===== src/rtl/state_variable_filter_2pole_unit_assert.svh =====
// ----------------------------------------------------------------------------
// Assertion macros for the two-pole state-variable filter
// Clocked on i_clk; the checking form is masked while i_rst_n is low.
// ----------------------------------------------------------------------------
`ifndef STATE_VARIABLE_FILTER_2POLE_UNIT_ASSERT_SVH
`define STATE_VARIABLE_FILTER_2POLE_UNIT_ASSERT_SVH

// checked only out of reset
`define SVF_ASSERT(lbl, prop, msg) \
    lbl: assert property (@(posedge i_clk) disable iff (!i_rst_n) (prop)) else $error(msg);

// checked on every edge, reset included
`define SVF_ASSERT_ALWAYS(lbl, prop, msg) \
    lbl: assert property (@(posedge i_clk) (prop)) else $error(msg);

`endif


===== src/rtl/svf2p_pkg.sv =====
// ----------------------------------------------------------------------------
// svf2p_pkg
// Shared constants, control word and microprogram of the two-pole SVF.
// ----------------------------------------------------------------------------
`default_nettype none

package svf2p_pkg;

    localparam int SAMPLE_BITS_DEF    = 24;
    localparam int COEF_FRAC_BITS_DEF = 20;
    localparam int COEF_INT_BITS      = 4;
    localparam int STATE_BITS         = 40;
    localparam int STATE_HALF         = STATE_BITS / 2;
    localparam int BLEND_FRAC         = 20;
    localparam int BLEND_BITS         = BLEND_FRAC + 1;
    localparam int FTYPE_BITS         = 3;
    localparam int FT_BYPASS_BIT      = 2;
    localparam int CFG_IDX_BITS       = 3;
    localparam int STEP_BITS          = 5;

    typedef enum logic [CFG_IDX_BITS-1:0] {
        REG_FILTER_TYPE  = 3'd0,
        REG_GAIN_NORM    = 3'd1,
        REG_WARPED_GAIN  = 3'd2,
        REG_DAMPING_SUM  = 3'd3,
        REG_BLEND_WEIGHT = 3'd4
    } t_reg;

    // codes 4..7 are bypass (top bit set)
    typedef enum logic [FTYPE_BITS-1:0] {
        FT_LPF = 3'd0,
        FT_HPF = 3'd1,
        FT_BPF = 3'd2,
        FT_BSF = 3'd3
    } t_ftype;

    typedef enum logic [1:0] {A_Z1, A_HPF, A_BPF, A_LPF} t_asel;
    typedef enum logic [2:0] {C_RHO, C_ALPHA, C_G, C_W, C_WC} t_csel;
    typedef enum logic [1:0] {ACC_NOP, ACC_LOAD, ACC_ADD} t_acc;
    typedef enum logic [1:0] {R_T, R_GH, R_GB} t_rdst;
    typedef enum logic [2:0] {
        D_NONE, D_T, D_HPF, D_BPF, D_LPF, D_BSF, D_Z1, D_Z2
    } t_dst;
    typedef enum logic [1:0] {P_X, P_T, P_GH, P_GB} t_psel;
    typedef enum logic [2:0] {Q_ZERO, Q_T, Q_Z1, Q_Z2, Q_BPF, Q_LPF} t_qsel;
    typedef enum logic [1:0] {J_NEXT, J_IF_BYPASS, J_IF_NOT_BLEND, J_END} t_jmp;

    typedef struct packed {
        logic                 mul_en;
        t_asel                mul_a;
        t_csel                mul_c;
        logic                 mul_hi;
        t_acc                 acc_op;
        logic                 rnd_en;
        logic                 rnd_blend;
        t_rdst                rnd_dst;
        t_dst                 alu_dst;
        t_psel                alu_p;
        t_qsel                alu_q;
        logic                 alu_sub;
        t_jmp                 jmp;
        logic [STEP_BITS-1:0] target;
    } t_uop;

    typedef struct packed {
        logic bypass;
        logic blend;
    } t_stat;

    localparam logic [STEP_BITS-1:0] S_OUT = 5'd30;

    localparam t_uop UOP_NOP = '{
        mul_en: 1'b0, mul_a: A_Z1, mul_c: C_RHO, mul_hi: 1'b0,
        acc_op: ACC_NOP, rnd_en: 1'b0, rnd_blend: 1'b0, rnd_dst: R_T,
        alu_dst: D_NONE, alu_p: P_X, alu_q: Q_ZERO, alu_sub: 1'b0,
        jmp: J_NEXT, target: '0
    };

    // Each coefficient product is two passes of a half-width multiply
    // (low half, high half), accumulated, then rounded and shifted.
    function automatic t_uop uop_rom(input logic [STEP_BITS-1:0] step);
        t_uop u;
        u = UOP_NOP;
        case (step)
            // rho * z1
            5'd0: begin
                u.mul_en = 1'b1; u.mul_a = A_Z1; u.mul_c = C_RHO;
                u.jmp = J_IF_BYPASS; u.target = S_OUT;
            end
            5'd1: begin
                u.mul_en = 1'b1; u.mul_a = A_Z1; u.mul_c = C_RHO; u.mul_hi = 1'b1;
                u.acc_op = ACC_LOAD;
            end
            5'd2: u.acc_op = ACC_ADD;
            5'd3: begin
                u.rnd_en = 1'b1; u.rnd_dst = R_T;
            end
            5'd4: begin
                u.alu_dst = D_T; u.alu_p = P_X; u.alu_q = Q_T; u.alu_sub = 1'b1;
            end
            5'd5: begin
                u.alu_dst = D_HPF; u.alu_p = P_T; u.alu_q = Q_Z2; u.alu_sub = 1'b1;
            end
            // alpha0 * (x - rho*z1 - z2)
            5'd6: begin
                u.mul_en = 1'b1; u.mul_a = A_HPF; u.mul_c = C_ALPHA;
            end
            5'd7: begin
                u.mul_en = 1'b1; u.mul_a = A_HPF; u.mul_c = C_ALPHA; u.mul_hi = 1'b1;
                u.acc_op = ACC_LOAD;
            end
            5'd8: u.acc_op = ACC_ADD;
            5'd9: begin
                u.rnd_en = 1'b1; u.rnd_dst = R_T;
            end
            5'd10: begin
                u.alu_dst = D_HPF; u.alu_p = P_T; u.alu_q = Q_ZERO;
            end
            // g * hpf
            5'd11: begin
                u.mul_en = 1'b1; u.mul_a = A_HPF; u.mul_c = C_G;
            end
            5'd12: begin
                u.mul_en = 1'b1; u.mul_a = A_HPF; u.mul_c = C_G; u.mul_hi = 1'b1;
                u.acc_op = ACC_LOAD;
            end
            5'd13: u.acc_op = ACC_ADD;
            5'd14: begin
                u.rnd_en = 1'b1; u.rnd_dst = R_GH;
            end
            5'd15: begin
                u.alu_dst = D_BPF; u.alu_p = P_GH; u.alu_q = Q_Z1;
            end
            // g * bpf
            5'd16: begin
                u.mul_en = 1'b1; u.mul_a = A_BPF; u.mul_c = C_G;
            end
            5'd17: begin
                u.mul_en = 1'b1; u.mul_a = A_BPF; u.mul_c = C_G; u.mul_hi = 1'b1;
                u.acc_op = ACC_LOAD;
            end
            5'd18: u.acc_op = ACC_ADD;
            5'd19: begin
                u.rnd_en = 1'b1; u.rnd_dst = R_GB;
            end
            5'd20: begin
                u.alu_dst = D_LPF; u.alu_p = P_GB; u.alu_q = Q_Z2;
            end
            5'd21: begin
                u.alu_dst = D_Z1; u.alu_p = P_GH; u.alu_q = Q_BPF;
            end
            5'd22: begin
                u.alu_dst = D_Z2; u.alu_p = P_GB; u.alu_q = Q_LPF;
                u.jmp = J_IF_NOT_BLEND; u.target = S_OUT;
            end
            // w*hpf + (one-w)*lpf
            5'd23: begin
                u.mul_en = 1'b1; u.mul_a = A_HPF; u.mul_c = C_W;
            end
            5'd24: begin
                u.mul_en = 1'b1; u.mul_a = A_HPF; u.mul_c = C_W; u.mul_hi = 1'b1;
                u.acc_op = ACC_LOAD;
            end
            5'd25: begin
                u.mul_en = 1'b1; u.mul_a = A_LPF; u.mul_c = C_WC;
                u.acc_op = ACC_ADD;
            end
            5'd26: begin
                u.mul_en = 1'b1; u.mul_a = A_LPF; u.mul_c = C_WC; u.mul_hi = 1'b1;
                u.acc_op = ACC_ADD;
            end
            5'd27: u.acc_op = ACC_ADD;
            5'd28: begin
                u.rnd_en = 1'b1; u.rnd_blend = 1'b1; u.rnd_dst = R_T;
            end
            5'd29: begin
                u.alu_dst = D_BSF; u.alu_p = P_T; u.alu_q = Q_ZERO;
            end
            5'd30: u.jmp = J_END;
            default: u.jmp = J_END;
        endcase
        return u;
    endfunction

endpackage

`default_nettype wire


===== src/rtl/svf2p_if.sv =====
// ----------------------------------------------------------------------------
// svf2p channel interfaces
// Sample in, result out and register write channels, valid/ready each.
// ----------------------------------------------------------------------------
`default_nettype none

interface svf2p_in_if #(
    parameter int SAMPLE_BITS = svf2p_pkg::SAMPLE_BITS_DEF
);
    logic                          valid;
    logic                          ready;
    logic signed [SAMPLE_BITS-1:0] sample_in;

    modport source (output valid, output sample_in, input ready);
    modport sink   (input valid, input sample_in, output ready);
endinterface

interface svf2p_out_if #(
    parameter int SAMPLE_BITS = svf2p_pkg::SAMPLE_BITS_DEF
);
    logic                          valid;
    logic                          ready;
    logic signed [SAMPLE_BITS-1:0] sample_out;
    logic                          clipped;

    modport source (output valid, output sample_out, output clipped, input ready);
    modport sink   (input valid, input sample_out, input clipped, output ready);
endinterface

interface svf2p_cfg_if #(
    parameter int DATA_BITS = svf2p_pkg::COEF_FRAC_BITS_DEF + svf2p_pkg::COEF_INT_BITS
);
    logic                                  valid;
    logic                                  ready;
    logic [svf2p_pkg::CFG_IDX_BITS-1:0]    index;
    logic [DATA_BITS-1:0]                  data;

    modport source (output valid, output index, output data, input ready);
    modport sink   (input valid, input index, input data, output ready);
endinterface

`default_nettype wire


===== src/rtl/state_variable_filter_2pole_unit.sv =====
// ----------------------------------------------------------------------------
// state_variable_filter_2pole_unit
// Two-pole zero-delay state-variable filter with microcoded control.
// ----------------------------------------------------------------------------
// One sample in, one saturated sample out. A sample is taken when the unit is
// idle; the microprogram then runs (bypass types jump to its end, the blended
// band-stop also runs the blend steps) and at its end loads the result into
// the output register; the unit is ready for the next sample in the cycle
// after that load. The single 21 x 25-bit multiplier is shared: every
// coefficient product takes two passes through it plus an accumulate, round
// and saturate step, all issued by a 31-word microprogram. The output
// register lets a new sample enter while the last result waits. Registers are
// written over the always-ready config channel; the user must write them only
// while no sample is in flight, and the unit does not enforce it.
// ----------------------------------------------------------------------------
`default_nettype none

`include "state_variable_filter_2pole_unit_assert.svh"

module state_variable_filter_2pole_unit #(
    parameter int SAMPLE_BITS    = svf2p_pkg::SAMPLE_BITS_DEF,
    parameter int COEF_FRAC_BITS = svf2p_pkg::COEF_FRAC_BITS_DEF
) (
    input  wire         i_clk,
    input  wire         i_rst_n,
    svf2p_in_if.sink    i_in,
    svf2p_out_if.source o_out,
    svf2p_cfg_if.sink   i_cfg
);

    localparam int SB = SAMPLE_BITS;
    localparam logic signed [SB-1:0] Y_MAX = {1'b0, {(SB-1){1'b1}}};
    localparam logic signed [SB-1:0] Y_MIN = {1'b1, {(SB-1){1'b0}}};

    svf2p_pkg::t_uop uop_word, dp_uop;
    svf2p_pkg::t_stat dp_stat;

    logic [svf2p_pkg::STEP_BITS-1:0] r_step, n_step;
    logic                            r_busy, n_busy;
    logic                            r_out_valid, n_out_valid;
    logic signed [SB-1:0]            r_out_sample;
    logic                            r_out_clip;
    logic                            in_xfer, out_load;
    logic signed [SB-1:0]            dp_y;
    logic                            dp_clip;

    assign i_in.ready  = !r_busy;
    assign in_xfer     = i_in.valid && !r_busy;
    assign i_cfg.ready = 1'b1;

    assign uop_word = svf2p_pkg::uop_rom(r_step);
    assign dp_uop   = r_busy ? uop_word : svf2p_pkg::UOP_NOP;

    // sequencer: step counter with conditional jumps
    always_comb begin
        n_step   = r_step + 1'b1;
        n_busy   = r_busy;
        out_load = 1'b0;
        if (!r_busy) begin
            n_step = r_step;
            if (in_xfer) begin
                n_busy = 1'b1;
                n_step = '0;
            end
        end else begin
            case (uop_word.jmp)
                svf2p_pkg::J_IF_BYPASS: begin
                    if (dp_stat.bypass) begin
                        n_step = uop_word.target;
                    end
                end
                svf2p_pkg::J_IF_NOT_BLEND: begin
                    if (!dp_stat.blend) begin
                        n_step = uop_word.target;
                    end
                end
                svf2p_pkg::J_END: begin
                    // hold here until the output register is free
                    if (!r_out_valid || o_out.ready) begin
                        out_load = 1'b1;
                        n_busy   = 1'b0;
                        n_step   = '0;
                    end else begin
                        n_step = r_step;
                    end
                end
                default: ;
            endcase
        end
    end

    always_comb begin
        n_out_valid = r_out_valid;
        if (out_load) begin
            n_out_valid = 1'b1;
        end else if (o_out.ready) begin
            n_out_valid = 1'b0;
        end
    end

    always_ff @(posedge i_clk) begin
        if (!i_rst_n) begin
            r_busy      <= 1'b0;
            r_step      <= '0;
            r_out_valid <= 1'b0;
        end else begin
            r_busy      <= n_busy;
            r_step      <= n_step;
            r_out_valid <= n_out_valid;
        end
    end

    always_ff @(posedge i_clk) begin
        if (out_load) begin
            r_out_sample <= dp_y;
            r_out_clip   <= dp_clip;
        end
    end

    assign o_out.valid      = r_out_valid;
    assign o_out.sample_out = r_out_sample;
    assign o_out.clipped    = r_out_clip;

    svf2p_dp #(
        .SAMPLE_BITS    (SAMPLE_BITS),
        .COEF_FRAC_BITS (COEF_FRAC_BITS)
    ) u_dp (
        .i_clk      (i_clk),
        .i_rst_n    (i_rst_n),
        .i_load     (in_xfer),
        .i_sample   (i_in.sample_in),
        .i_uop      (dp_uop),
        .i_cfg_we   (i_cfg.valid),
        .i_cfg_idx  (i_cfg.index),
        .i_cfg_data (i_cfg.data),
        .o_stat     (dp_stat),
        .o_y        (dp_y),
        .o_clip     (dp_clip)
    );

    `SVF_ASSERT_ALWAYS(a_reset_idle, !i_rst_n |=> (!r_busy && !r_out_valid), "reset left unit busy")
    `SVF_ASSERT(a_accept_starts, in_xfer |=> (r_busy && r_step == '0), "transfer did not start program")
    `SVF_ASSERT(a_step_range, r_busy |-> (r_step <= svf2p_pkg::S_OUT), "step past end of program")
    `SVF_ASSERT(a_load_frees, out_load |=> (!r_busy && r_out_valid), "result load did not free unit")
    `SVF_ASSERT(a_clip_at_rail, (r_out_valid && r_out_clip) |-> (r_out_sample == Y_MAX || r_out_sample == Y_MIN), "clip flag off rail")

endmodule

`default_nettype wire


===== src/rtl/svf2p_dp.sv =====
// ----------------------------------------------------------------------------
// svf2p_dp
// Register file, shared half-width multiplier, accumulator, rounding shifter
// and saturating adder, all steered by one control word per cycle.
// ----------------------------------------------------------------------------
`default_nettype none

module svf2p_dp #(
    parameter int  SAMPLE_BITS    = svf2p_pkg::SAMPLE_BITS_DEF,
    parameter int  COEF_FRAC_BITS = svf2p_pkg::COEF_FRAC_BITS_DEF,
    localparam int CW             = COEF_FRAC_BITS + svf2p_pkg::COEF_INT_BITS,
    localparam int BW             = svf2p_pkg::BLEND_BITS,
    localparam int MC             = (CW > BW) ? CW : BW
) (
    input  wire                                  i_clk,
    input  wire                                  i_rst_n,
    input  wire                                  i_load,
    input  wire  logic signed [SAMPLE_BITS-1:0]  i_sample,
    input  wire  svf2p_pkg::t_uop                i_uop,
    input  wire                                  i_cfg_we,
    input  wire  [svf2p_pkg::CFG_IDX_BITS-1:0]   i_cfg_idx,
    input  wire  [MC-1:0]                        i_cfg_data,
    output svf2p_pkg::t_stat                     o_stat,
    output logic signed [SAMPLE_BITS-1:0]        o_y,
    output logic                                 o_clip
);

    localparam int SB  = SAMPLE_BITS;
    localparam int SW  = svf2p_pkg::STATE_BITS;
    localparam int H   = svf2p_pkg::STATE_HALF;
    localparam int BF  = svf2p_pkg::BLEND_FRAC;
    localparam int PRW = H + MC + 2;
    localparam int AW  = SW + MC + 2;
    localparam int TW  = SW + MC - COEF_FRAC_BITS + 2;
    localparam int TW1 = TW + 1;

    localparam logic [CW-1:0] COEF_ONE =
        {{(CW-COEF_FRAC_BITS-1){1'b0}}, 1'b1, {COEF_FRAC_BITS{1'b0}}};
    localparam logic [BW-1:0] W_ONE  = {1'b1, {BF{1'b0}}};
    localparam logic [BW-1:0] W_HALF = {1'b0, 1'b1, {(BF-1){1'b0}}};
    localparam logic signed [AW-1:0] RC_HALF =
        {{(AW-COEF_FRAC_BITS){1'b0}}, 1'b1, {(COEF_FRAC_BITS-1){1'b0}}};
    localparam logic signed [AW-1:0] RB_HALF = {{(AW-BF){1'b0}}, 1'b1, {(BF-1){1'b0}}};
    localparam logic signed [TW:0] S_MAX = {{(TW-SW+2){1'b0}}, {(SW-1){1'b1}}};
    localparam logic signed [TW:0] S_MIN = {{(TW-SW+2){1'b1}}, {(SW-1){1'b0}}};
    localparam logic signed [SW-1:0] Y_MAX = {{(SW-SB+1){1'b0}}, {(SB-1){1'b1}}};
    localparam logic signed [SW-1:0] Y_MIN = {{(SW-SB+1){1'b1}}, {(SB-1){1'b0}}};

    logic [svf2p_pkg::FTYPE_BITS-1:0] r_ftype;
    logic [CW-1:0]                    r_alpha, r_g, r_rho;
    logic [BW-1:0]                    r_w;

    logic signed [SB-1:0]  r_x;
    logic signed [SW-1:0]  r_z1, r_z2, r_hpf, r_bpf, r_lpf, r_bsf;
    logic signed [TW-1:0]  r_t, r_gh, r_gb;
    logic signed [PRW-1:0] r_prod;
    logic                  r_prod_hi;
    logic signed [AW-1:0]  r_acc;

    logic [BW-1:0]         w_clamp, w_rest;
    logic signed [SW-1:0]  mul_src;
    logic [MC-1:0]         mul_coef;
    logic signed [H:0]     m_a;
    logic signed [MC:0]    m_c;
    logic signed [PRW-1:0] n_prod;
    logic signed [AW-1:0]  acc_part;
    logic signed [AW-1:0]  rnd_sum, rnd_c, rnd_b;
    logic signed [TW-1:0]  rnd_val;
    logic signed [TW-1:0]  p_val, q_val;
    logic signed [TW:0]    alu_sum;
    logic signed [SW-1:0]  alu_sat;
    logic signed [SW-1:0]  y_src;

    // ---------------- configuration registers ----------------
    always_ff @(posedge i_clk) begin
        if (!i_rst_n) begin
            r_ftype <= svf2p_pkg::FT_LPF;
            r_alpha <= COEF_ONE;
            r_g     <= COEF_ONE;
            r_rho   <= COEF_ONE;
            r_w     <= W_HALF;
        end else if (i_cfg_we) begin
            case (i_cfg_idx)
                svf2p_pkg::REG_FILTER_TYPE:  r_ftype <= i_cfg_data[svf2p_pkg::FTYPE_BITS-1:0];
                svf2p_pkg::REG_GAIN_NORM:    r_alpha <= i_cfg_data[CW-1:0];
                svf2p_pkg::REG_WARPED_GAIN:  r_g     <= i_cfg_data[CW-1:0];
                svf2p_pkg::REG_DAMPING_SUM:  r_rho   <= i_cfg_data[CW-1:0];
                svf2p_pkg::REG_BLEND_WEIGHT: r_w     <= i_cfg_data[BW-1:0];
                default: ;
            endcase
        end
    end

    // weights above one count as one
    assign w_clamp = (r_w > W_ONE) ? W_ONE : r_w;
    assign w_rest  = W_ONE - w_clamp;

    // ---------------- multiplier ----------------
    always_comb begin
        case (i_uop.mul_a)
            svf2p_pkg::A_Z1:  mul_src = r_z1;
            svf2p_pkg::A_HPF: mul_src = r_hpf;
            svf2p_pkg::A_BPF: mul_src = r_bpf;
            svf2p_pkg::A_LPF: mul_src = r_lpf;
            default:          mul_src = r_z1;
        endcase
        case (i_uop.mul_c)
            svf2p_pkg::C_RHO:   mul_coef = MC'(r_rho);
            svf2p_pkg::C_ALPHA: mul_coef = MC'(r_alpha);
            svf2p_pkg::C_G:     mul_coef = MC'(r_g);
            svf2p_pkg::C_W:     mul_coef = MC'(w_clamp);
            svf2p_pkg::C_WC:    mul_coef = MC'(w_rest);
            default:            mul_coef = '0;
        endcase
        // low half is unsigned, high half carries the sign
        if (i_uop.mul_hi) begin
            m_a = {mul_src[SW-1], mul_src[SW-1:H]};
        end else begin
            m_a = {1'b0, mul_src[H-1:0]};
        end
        m_c = {1'b0, mul_coef};
    end

    assign n_prod   = m_a * m_c;
    assign acc_part = r_prod_hi ? {r_prod, {H{1'b0}}} : {{H{r_prod[PRW-1]}}, r_prod};

    // ---------------- round half up, floor shift ----------------
    always_comb begin
        rnd_sum = r_acc + (i_uop.rnd_blend ? RB_HALF : RC_HALF);
        rnd_c   = rnd_sum >>> COEF_FRAC_BITS;
        rnd_b   = rnd_sum >>> BF;
        rnd_val = i_uop.rnd_blend ? rnd_b[TW-1:0] : rnd_c[TW-1:0];
    end

    // ---------------- saturating adder ----------------
    always_comb begin
        case (i_uop.alu_p)
            svf2p_pkg::P_X:  p_val = TW'(r_x);
            svf2p_pkg::P_T:  p_val = r_t;
            svf2p_pkg::P_GH: p_val = r_gh;
            svf2p_pkg::P_GB: p_val = r_gb;
            default:         p_val = r_t;
        endcase
        case (i_uop.alu_q)
            svf2p_pkg::Q_ZERO: q_val = '0;
            svf2p_pkg::Q_T:    q_val = r_t;
            svf2p_pkg::Q_Z1:   q_val = TW'(r_z1);
            svf2p_pkg::Q_Z2:   q_val = TW'(r_z2);
            svf2p_pkg::Q_BPF:  q_val = TW'(r_bpf);
            svf2p_pkg::Q_LPF:  q_val = TW'(r_lpf);
            default:           q_val = '0;
        endcase
        if (i_uop.alu_sub) begin
            alu_sum = TW1'(p_val) - TW1'(q_val);
        end else begin
            alu_sum = TW1'(p_val) + TW1'(q_val);
        end
        if (alu_sum > S_MAX) begin
            alu_sat = S_MAX[SW-1:0];
        end else if (alu_sum < S_MIN) begin
            alu_sat = S_MIN[SW-1:0];
        end else begin
            alu_sat = alu_sum[SW-1:0];
        end
    end

    // ---------------- working registers ----------------
    always_ff @(posedge i_clk) begin
        if (i_load) begin
            r_x <= i_sample;
        end
        if (i_uop.mul_en) begin
            r_prod    <= n_prod;
            r_prod_hi <= i_uop.mul_hi;
        end
        case (i_uop.acc_op)
            svf2p_pkg::ACC_LOAD: r_acc <= acc_part;
            svf2p_pkg::ACC_ADD:  r_acc <= r_acc + acc_part;
            default: ;
        endcase
        if (i_uop.rnd_en) begin
            case (i_uop.rnd_dst)
                svf2p_pkg::R_T:  r_t  <= rnd_val;
                svf2p_pkg::R_GH: r_gh <= rnd_val;
                svf2p_pkg::R_GB: r_gb <= rnd_val;
                default: ;
            endcase
        end
        case (i_uop.alu_dst)
            svf2p_pkg::D_T:   r_t   <= alu_sum[TW-1:0];
            svf2p_pkg::D_HPF: r_hpf <= alu_sat;
            svf2p_pkg::D_BPF: r_bpf <= alu_sat;
            svf2p_pkg::D_LPF: r_lpf <= alu_sat;
            svf2p_pkg::D_BSF: r_bsf <= alu_sat;
            default: ;
        endcase
    end

    // integrator state
    always_ff @(posedge i_clk) begin
        if (!i_rst_n) begin
            r_z1 <= '0;
            r_z2 <= '0;
        end else begin
            if (i_uop.alu_dst == svf2p_pkg::D_Z1) begin
                r_z1 <= alu_sat;
            end
            if (i_uop.alu_dst == svf2p_pkg::D_Z2) begin
                r_z2 <= alu_sat;
            end
        end
    end

    // ---------------- output select and clamp ----------------
    always_comb begin
        if (r_ftype[svf2p_pkg::FT_BYPASS_BIT]) begin
            y_src = SW'(r_x);
        end else begin
            case (r_ftype)
                svf2p_pkg::FT_LPF: y_src = r_lpf;
                svf2p_pkg::FT_HPF: y_src = r_hpf;
                svf2p_pkg::FT_BPF: y_src = r_bpf;
                default:           y_src = r_bsf;
            endcase
        end
        if (y_src > Y_MAX) begin
            o_y    = Y_MAX[SB-1:0];
            o_clip = 1'b1;
        end else if (y_src < Y_MIN) begin
            o_y    = Y_MIN[SB-1:0];
            o_clip = 1'b1;
        end else begin
            o_y    = y_src[SB-1:0];
            o_clip = 1'b0;
        end
    end

    assign o_stat.bypass = r_ftype[svf2p_pkg::FT_BYPASS_BIT];
    assign o_stat.blend  = (r_ftype == svf2p_pkg::FT_BSF);

endmodule

`default_nettype wire

===== src/flat_wrapper.sv =====
// flat-port wrapper written by rule: the top's interface ports become plain ports
module state_variable_filter_2pole_unit_flat 
#(
    parameter int SAMPLE_BITS    = svf2p_pkg::SAMPLE_BITS_DEF,
    parameter int COEF_FRAC_BITS = svf2p_pkg::COEF_FRAC_BITS_DEF
)
  (i_clk, i_rst_n, i_in_valid, i_in_sample_in, i_in_ready, o_out_valid, o_out_sample_out, o_out_clipped, o_out_ready, i_cfg_valid, i_cfg_index, i_cfg_data, i_cfg_ready);
  svf2p_in_if #(.SAMPLE_BITS(SAMPLE_BITS)) i_in_i ();
  svf2p_out_if #(.SAMPLE_BITS(SAMPLE_BITS)) o_out_i ();
  svf2p_cfg_if i_cfg_i ();
  input  wire i_clk;
  input  wire i_rst_n;
  input wire logic [$bits(i_in_i.valid)-1:0] i_in_valid;
  input wire logic [$bits(i_in_i.sample_in)-1:0] i_in_sample_in;
  output wire logic [$bits(i_in_i.ready)-1:0] i_in_ready;
  output wire logic [$bits(o_out_i.valid)-1:0] o_out_valid;
  output wire logic [$bits(o_out_i.sample_out)-1:0] o_out_sample_out;
  output wire logic [$bits(o_out_i.clipped)-1:0] o_out_clipped;
  input wire logic [$bits(o_out_i.ready)-1:0] o_out_ready;
  input wire logic [$bits(i_cfg_i.valid)-1:0] i_cfg_valid;
  input wire logic [$bits(i_cfg_i.index)-1:0] i_cfg_index;
  input wire logic [$bits(i_cfg_i.data)-1:0] i_cfg_data;
  output wire logic [$bits(i_cfg_i.ready)-1:0] i_cfg_ready;
  assign i_in_i.valid = i_in_valid;
  assign i_in_i.sample_in = i_in_sample_in;
  assign i_in_ready = i_in_i.ready;
  assign o_out_valid = o_out_i.valid;
  assign o_out_sample_out = o_out_i.sample_out;
  assign o_out_clipped = o_out_i.clipped;
  assign o_out_i.ready = o_out_ready;
  assign i_cfg_i.valid = i_cfg_valid;
  assign i_cfg_i.index = i_cfg_index;
  assign i_cfg_i.data = i_cfg_data;
  assign i_cfg_ready = i_cfg_i.ready;
  state_variable_filter_2pole_unit #(.SAMPLE_BITS(SAMPLE_BITS), .COEF_FRAC_BITS(COEF_FRAC_BITS)) u_core (.i_clk(i_clk), .i_rst_n(i_rst_n), .i_in(i_in_i), .o_out(o_out_i), .i_cfg(i_cfg_i));
endmodule

===== config.mk =====
export PLATFORM = sky130hd
export DESIGN_NAME = state_variable_filter_2pole_unit_flat
export DESIGN_NICKNAME = d
export VERILOG_FILES = /design/src/rtl/svf2p_pkg.sv /design/src/rtl/svf2p_if.sv /design/src/rtl/state_variable_filter_2pole_unit.sv /design/src/rtl/svf2p_dp.sv /design/src/flat_wrapper.sv
export VERILOG_INCLUDE_DIRS = /design/src /design/src/rtl
export SDC_FILE = /design/constraint.sdc
export NUM_CORES = 2
export LEC_CHECK = 0
export BUFFER_PORTS_ARGS = -buffer_cell sky130_fd_sc_hd__buf_2
export CELL_PAD_IN_SITES_DETAIL_PLACEMENT = 0
export CELL_PAD_IN_SITES_GLOBAL_PLACEMENT = 2
export CORE_MARGIN = 2
export CORE_UTILIZATION = 38
export CTS_CLUSTER_DIAMETER = 50
export DETAILED_ROUTE_END_ITERATION = 7
export GPL_TIMING_DRIVEN = 0
export PLACE_DENSITY = 0.79
export SLEW_MARGIN = 20
export SYNTH_ARGS = -nofsm -noshare
export SYNTH_HDL_FRONTEND = slang
export SYNTH_SLANG_ARGS = --single-unit
export TNS_END_PERCENT = 30

===== constraint.sdc =====
create_clock -name i_clk -period 11.5 [get_ports i_clk]
set_input_delay 1.15 -clock i_clk [delete_from_list [all_inputs] [get_ports i_clk]]
set_output_delay 1.15 -clock i_clk [all_outputs]
set_load 0.005 [all_outputs]

After elaboration in Yosys (flattened, before gate mapping)
Index checks and enable logic that the tools add are counted.
W data, S select, Z words.
- flip-flop bits (word level): 643
- input bits: 56
- word-level logic and storage cells: 183
- $add $sub $neg: 6
- $mul: 1
- order comparisons: 5
- eq/ne operators: 66
- muxes and demuxes: 44
- reductions and logical operators: 38
- operators with widths (operator ; number):
    $pmux W46 S5 ; 1
    $pmux W46 S4 ; 1
    $pmux W40 S4 ; 1
    $mux W46 ; 3
    $pmux W66 S2 ; 1
    $mux W40 ; 3
    $pmux W24 S5 ; 1
    $pmux W40 S3 ; 1
    $eq A5 B5 Y1 const B ; 14
    $add A66 B21 Y66 const B ; 1
    $add A66 B66 Y66 ; 1
    $mux W65 ; 1
    $pmux W8 S8 ; 1
    $add A46 B46 Y47 ; 1
    $gt A47 B40 Y1 const B ; 1
    $lt A47 B40 Y1 const B ; 1
    $mux W47 ; 1
    $sub A46 B46 Y47 ; 1
    $mul A21 B25 Y46 ; 1
    $mux W21 ; 2
    $eq A5 B4 Y1 const B ; 8
    $gt A40 B24 Y1 const B ; 1
    $lt A40 B24 Y1 const B ; 1
    $pmux W6 S6 ; 1
    32 further kinds ; 111

Longest topological paths before layout
- word-level depth: 11
- mapped depth: 43
- mapped depth without buffers: 39

By module
Synthesis repeated with hierarchy kept, for this count alone.
- cells, all modules: 5962
- area total of the unflattened synthesis: 56245.2 um2
- by module, submodules not included (module ; instances ; cells an instance ; area each (um2)):
    svf2p_dp ; 1 ; 5761 ; 54337.1
    state_variable_filter_2pole_unit ; 1 ; 201 ; 1908.1

Least setup slack after synthesis
OpenSTA, ideal clock, no wires.
- kind: register to register
- start point: reg u_core.r_step[0] in the netlist's numbering
- end point: reg u_core.u_dp.r_prod[42] (data pin)
- library setup time: 0.195 ns
- data arrival time: 10.753 ns
- data required time: 11.305 ns
- path slack: 0.552 ns
- stages on the path, launching flop included: 42
- path buffers: 6
- clock period less this slack: 10.948 ns
- path through: dfxtp_1 -> inv_1 -> ha_1 -> clkbuf_1 -> clkbuf_1 -> nand2_1 -> nand3_1 -> o21bai_1 -> o21a_1 -> and4b_1 -> clkbuf_1 -> clkbuf_1 -> clkbuf_1 -> a22oi_1 -> o221ai_1 -> clkbuf_1 -> nand2_1 -> fa_1 -> [... 6 more ...] -> fa_1 -> fa_1 -> inv_1 -> fa_1 -> inv_1 -> ha_1 -> a21o_1 -> a21o_1 -> a21o_1 -> a21o_1 -> a21oi_1 -> o21ai_0 -> o21bai_1 -> a211oi_1 -> o21ai_0 -> a2111o_1 -> a31o_2 -> o311ai_0
- cells in the longest elaborated chain, start to end: 8
- elaborated cells between the ends (all ways): 35
- classes of those cells: 1 x mul; 18 x eq/ne; 6 x mux; 10 x reduce/logical
- ends and longest elaborated chain (item ; RTL line ; RTL):
    start: declaration ; state_variable_filter_2pole_unit.sv:38 ; logic [svf2p_pkg::STEP_BITS-1:0] r_step, n_step;
    start signal: assignment ; state_variable_filter_2pole_unit.sv:108 ; r_step <= n_step;
    $eq A5 B5 Y1 (tied with other cells) ; svf2p_pkg.sv:84 ; case (step)
    $reduce_or A2 Y1 (no source line) ; - ;
    $pmux W6 S6 ; svf2p_pkg.sv:84 ;
    $mux W29 * ; state_variable_filter_2pole_unit.sv:52 ; assign dp_uop = r_busy ? uop_word : svf2p_pkg::UOP_NOP;
    $eq A2 B2 Y1 (tied with other cells) ; svf2p_dp.sv:100 ; case (i_uop.mul_a)
    $pmux W40 S4 ; svf2p_dp.sv:100 ;
    $mux W21 ; svf2p_dp.sv:116 ; if (i_uop.mul_hi) begin
    $mul A21 B25 Y46 * ; svf2p_dp.sv:124 ; assign n_prod = m_a * m_c;
    named net u_core.u_dp.n_prod[42] ; svf2p_dp.sv:65 ; logic signed [PRW-1:0] n_prod;
    end signal: assignment ; svf2p_dp.sv:173 ; r_prod <= n_prod;
    end: declaration ; svf2p_dp.sv:56 ; logic signed [PRW-1:0] r_prod;
The timed path passes the listed nets; every way through them passes the cells marked *.
A chain may end at the register's enable or synchronous reset.

Worst setup path in the final report
- start point: reg u_core.r_busy
- end point: reg u_core.u_dp.r_prod[42] (data pin)
- cells in the longest elaborated chain, start to end: 5
- elaborated cells between the ends (all ways): 14
- classes of those cells: 1 x mul; 7 x eq/ne; 4 x mux; 2 x reduce/logical
- ends and longest elaborated chain (item ; RTL line ; RTL):
    start: declaration ; state_variable_filter_2pole_unit.sv:39 ; logic r_busy, n_busy;
    start signal: assignment ; state_variable_filter_2pole_unit.sv:107 ; r_busy <= n_busy;
    $mux W29 * ; state_variable_filter_2pole_unit.sv:52 ;
    $eq A2 B2 Y1 (tied with other cells) ; svf2p_dp.sv:100 ;
    $pmux W40 S4 ; svf2p_dp.sv:100 ;
    $mux W21 ; svf2p_dp.sv:116 ;
    $mul A21 B25 Y46 * ; svf2p_dp.sv:124 ;
    named net u_core.u_dp.n_prod[42] ; svf2p_dp.sv:65 ;
Marks and branches as above.

==> results.toml <==
[outcome]
status = "complete, but fails checks"
failed_checks = "DRC"

[logic_synthesis]
synth_compound_area_share_pct = 15.6
synth-xor-area-share_pct = 3.69
syn-num-nets = 6581
yosys_warnings = 0
synth_most_common_cell = "nand2_1"
synth_ff_type = "edfxtp_1"
ys_types = 94
ys_ff_latch = 643
yosysTopAreaCell = "edfxtp_1"
synth_mux_area_share_pct = 5.07
async_reset_ff_share_pct = 0
seq_area_frac_synth_pct = 32.2
synth_edf_count = 460
synth_top_family_by_area = "adder cells"
netlist_top_cells_area = "edfxtp_1 25%, fa_1 15%, ha_1 7.0%"
synth_area_per_cell_um2 = 9.35
yosys-top-cells-count = "852 x nand2_1, 615 x inv_1, 460 x edfxtp_1"
synth-simple-area-share_pct = 14.3
synth_area_mm2 = 0.0543
synth_top_area_share_pct = 25.4
synth-adder-area-share_pct = 22.4
syn_inst = 5804

[timing]
skew_ps = 56.1
fin_ws_ps = 263
fin_crit_ps = 11240
max_slew.worst_pin.slew_ps = 1200
finalHoldViolCount = 0
maxSlewHeadroom_pct = 19.6
fmax_mhz = 89.0
finalCritPeriodShare_pct = 97.7
finalHoldWorstSlack_ps = 464
drv_slew = 0
finalSetupViolations = 0

[power_and_ir_drop]
swShare_pct = 30.0
pwr-share-comb_pct = 16.0
intPower_mw = 4.52
p_seq_share_pct = 40.6
p_leak_nw = 25.4
vdd_ir_drop_max_v = 0.000126
power_switching_mw = 1.94
p_clk_share_pct = 43.4
p_per_area_mw_per_mm2 = 105

[route]
wl_per_cell_um = 26.4
vias = 45400
drtIter0Drc = 4377
via_per_inst = 5.68
ant_nets = 0
drc = 1
routed_wl_um = 211000
firstDrtPassIters = 8

[layout]
layoutNonFillerInstCount = 7987
fin_nets = 6798
drive_gt1_share_pct = 11.1
area_delta_synth_final_pct = 13.0
fillers = 14000
regArea_mm2 = 0.0175
multiInputGateArea_mm2 = 0.0338
postLayoutCellArea_mm2 = 0.0614

[worst_setup_path]
slowest_stage = "clkbuf_1"
crit_path_start_kind = "flop"
crit_path_max_incr_delay_ps = 750
reg2reg_depth = 33
worstPathRequired_ps = 11990
end_kind = "flop"
cp.arrival_ps = 11720
path_max_fanout = 12
crit_top_cell = "fa_1"
setup.worst_path.class = "reg2reg"

[clock_tree]
cts_buffers = 90
cts-root-buf = "clkbuf_16"
clock-sinks = 643
clockBufferDepth = 3
htreeDepth = 3
hold_buffers = 0
clock_latency_ps = 740
tritoncts = "built"
clkTransAtPathRegs_ps = 60

[placement]
gp_congestion = 0.975
placed_area_mm2 = 0.0576
dp_hpwl_um = 170000
port_buffers = 81
dp_slack_ps = -2240
dp_cells = 7805

[job]
maxCapViolCount = 0

[grt]
first_global_vias = 44900
grt_use_total_pct = 28.4
antenna_found_initial = 6
grt_max_degree = 49
grt-ovfl-total = 0
grt_pass1_wl_um = 305000

[worst_hold_path]
hold_class = "reg2reg"
hold_path_depth = 2

[floorplan]
die_y_um = 382
pin_count = 84
core_region_area_mm2 = 0.142
die_width_um = 382
rows = 138
fp.dieArea_mm2 = 0.146
start_util_pct = 38.3
==> cells in the final DEF, fill, tap and decap left out, types with 49 or more instances in the layout <==
cell type    n
clkbuf_16   91
clkbuf_1   187
o22ai_1     49
a21oi_1    390
ha_1       302
a21o_1     105
mux2i_1     50
inv_1      614
nor2b_1     64
nor2_1     397
nand3_1     72
mux2_2     125
clkbuf_2    49
a21boi_0    91
edfxtp_1   460
nand2_1    851
xor2_1      83
a222oi_1    55
fa_1       418
buf_2      108
dfxtp_1    182
o21ai_0    232
xnor2_1    141
and2_1      88
==> sequential cells by signal, summed over array words and instances, names as in the netlist, 40 cells and up <==
name	count
u_core.u_dp.r_acc	66
u_core.u_dp.r_bpf	40
u_core.u_dp.r_bsf	40
u_core.u_dp.r_gb	46
u_core.u_dp.r_gh	46
u_core.u_dp.r_hpf	40
u_core.u_dp.r_lpf	40
u_core.u_dp.r_prod	46
u_core.u_dp.r_t	46
u_core.u_dp.r_z1	40
u_core.u_dp.r_z2	40
==> path summary, 6_finish.rpt <==
kind,from,endpoint,slack [ps]
setup reg to reg,u_core.r_busy,u_core.u_dp.r_prod[42],260
hold / removal,u_core.u_dp.r_alpha[13],u_core.u_dp.r_alpha[13],460
hold reg to reg,u_core.u_dp.r_alpha[13],u_core.u_dp.r_alpha[13],460
setup / recovery,u_core.r_busy,u_core.u_dp.r_prod[42],260
==> worst max-delay path, delay by kind of cell (launching register included) <==
| family | cells | cell delay (ps) |
|---|---|---|
| adder cells (fa/ha/maj) | 8 | 4230 |
| AND/OR/NAND/NOR | 4 | 1260 |
| buffers and inverters | 9 | 2280 |
| AO/OA/AOI/OAI | 12 | 2870 |
| flip-flops | 1 | 300 |
==> layout make-up <==
type                            count  share of cell area, %
Clock buffer                      101                   3.77
Multi-Input combinational cell   4224                   55.0
Antenna cell                        2                0.00816
Clock inverter                     65                   1.18
Buffer                            313                   2.34
Timing Repair Buffer              132                   1.58
Tap cell                         1890                   3.85
Sequential cell                   643                   28.5
Inverter                          617                   3.78
==> cells by family after synthesis <==
kind of cell,after synthesis
AND/OR/NAND/NOR,1750
AO/OA/AOI/OAI,1305
buffers and inverters,939
adder cells (fa/ha/maj),721
flip-flops,643
XOR/XNOR,226
multiplexers,219
other,1
==> power groups by stage <==
stage                     clock [mW]  sequential, mW  combinational [mW]
final                           2.81            2.63                1.03
after global routing            2.94            2.63                1.11
after CTS                       2.84            2.63                1.01
after detailed placement           0            2.67               0.993
after global placement             0            2.68               0.985
after floorplan                    0            2.64               0.640
==> stage by stage <==
stage	utilization [%]	total power [mW]	setup TNS, ps
finish	43.3	6.47	0
global route	43.3	6.67	-70.2
CTS	43.1	6.48	0
detailed placement	40.6	3.67	-37810
global placement	40.3	3.66	-90480
floorplan	-	3.28	0
==> what timing repair did <==
| item | CTS | global route |
|---|---|---|
| gates cloned | 2 | 0 |
| endpoints found under the setup margin | 31 | 167 |
| gates resized for setup | 120 | 101 |
| pin swaps | 10 | 11 |
| setup buffers | 10 | 11 |
==> layer usage <==
layer | part of all wire (%) | global-route usage [%] | vias up
li1 | - | - | 20500
met1 | 41 | 37.1 | 22800
met2 | 46 | 45.7 | 1724
met3 | 7.1 | 4.95 | 386
met4 | 5.5 | 13.7 | 4
met5 | 0.010 | 0 | -
No activity file was read; power rests on OpenSTA's default activity.
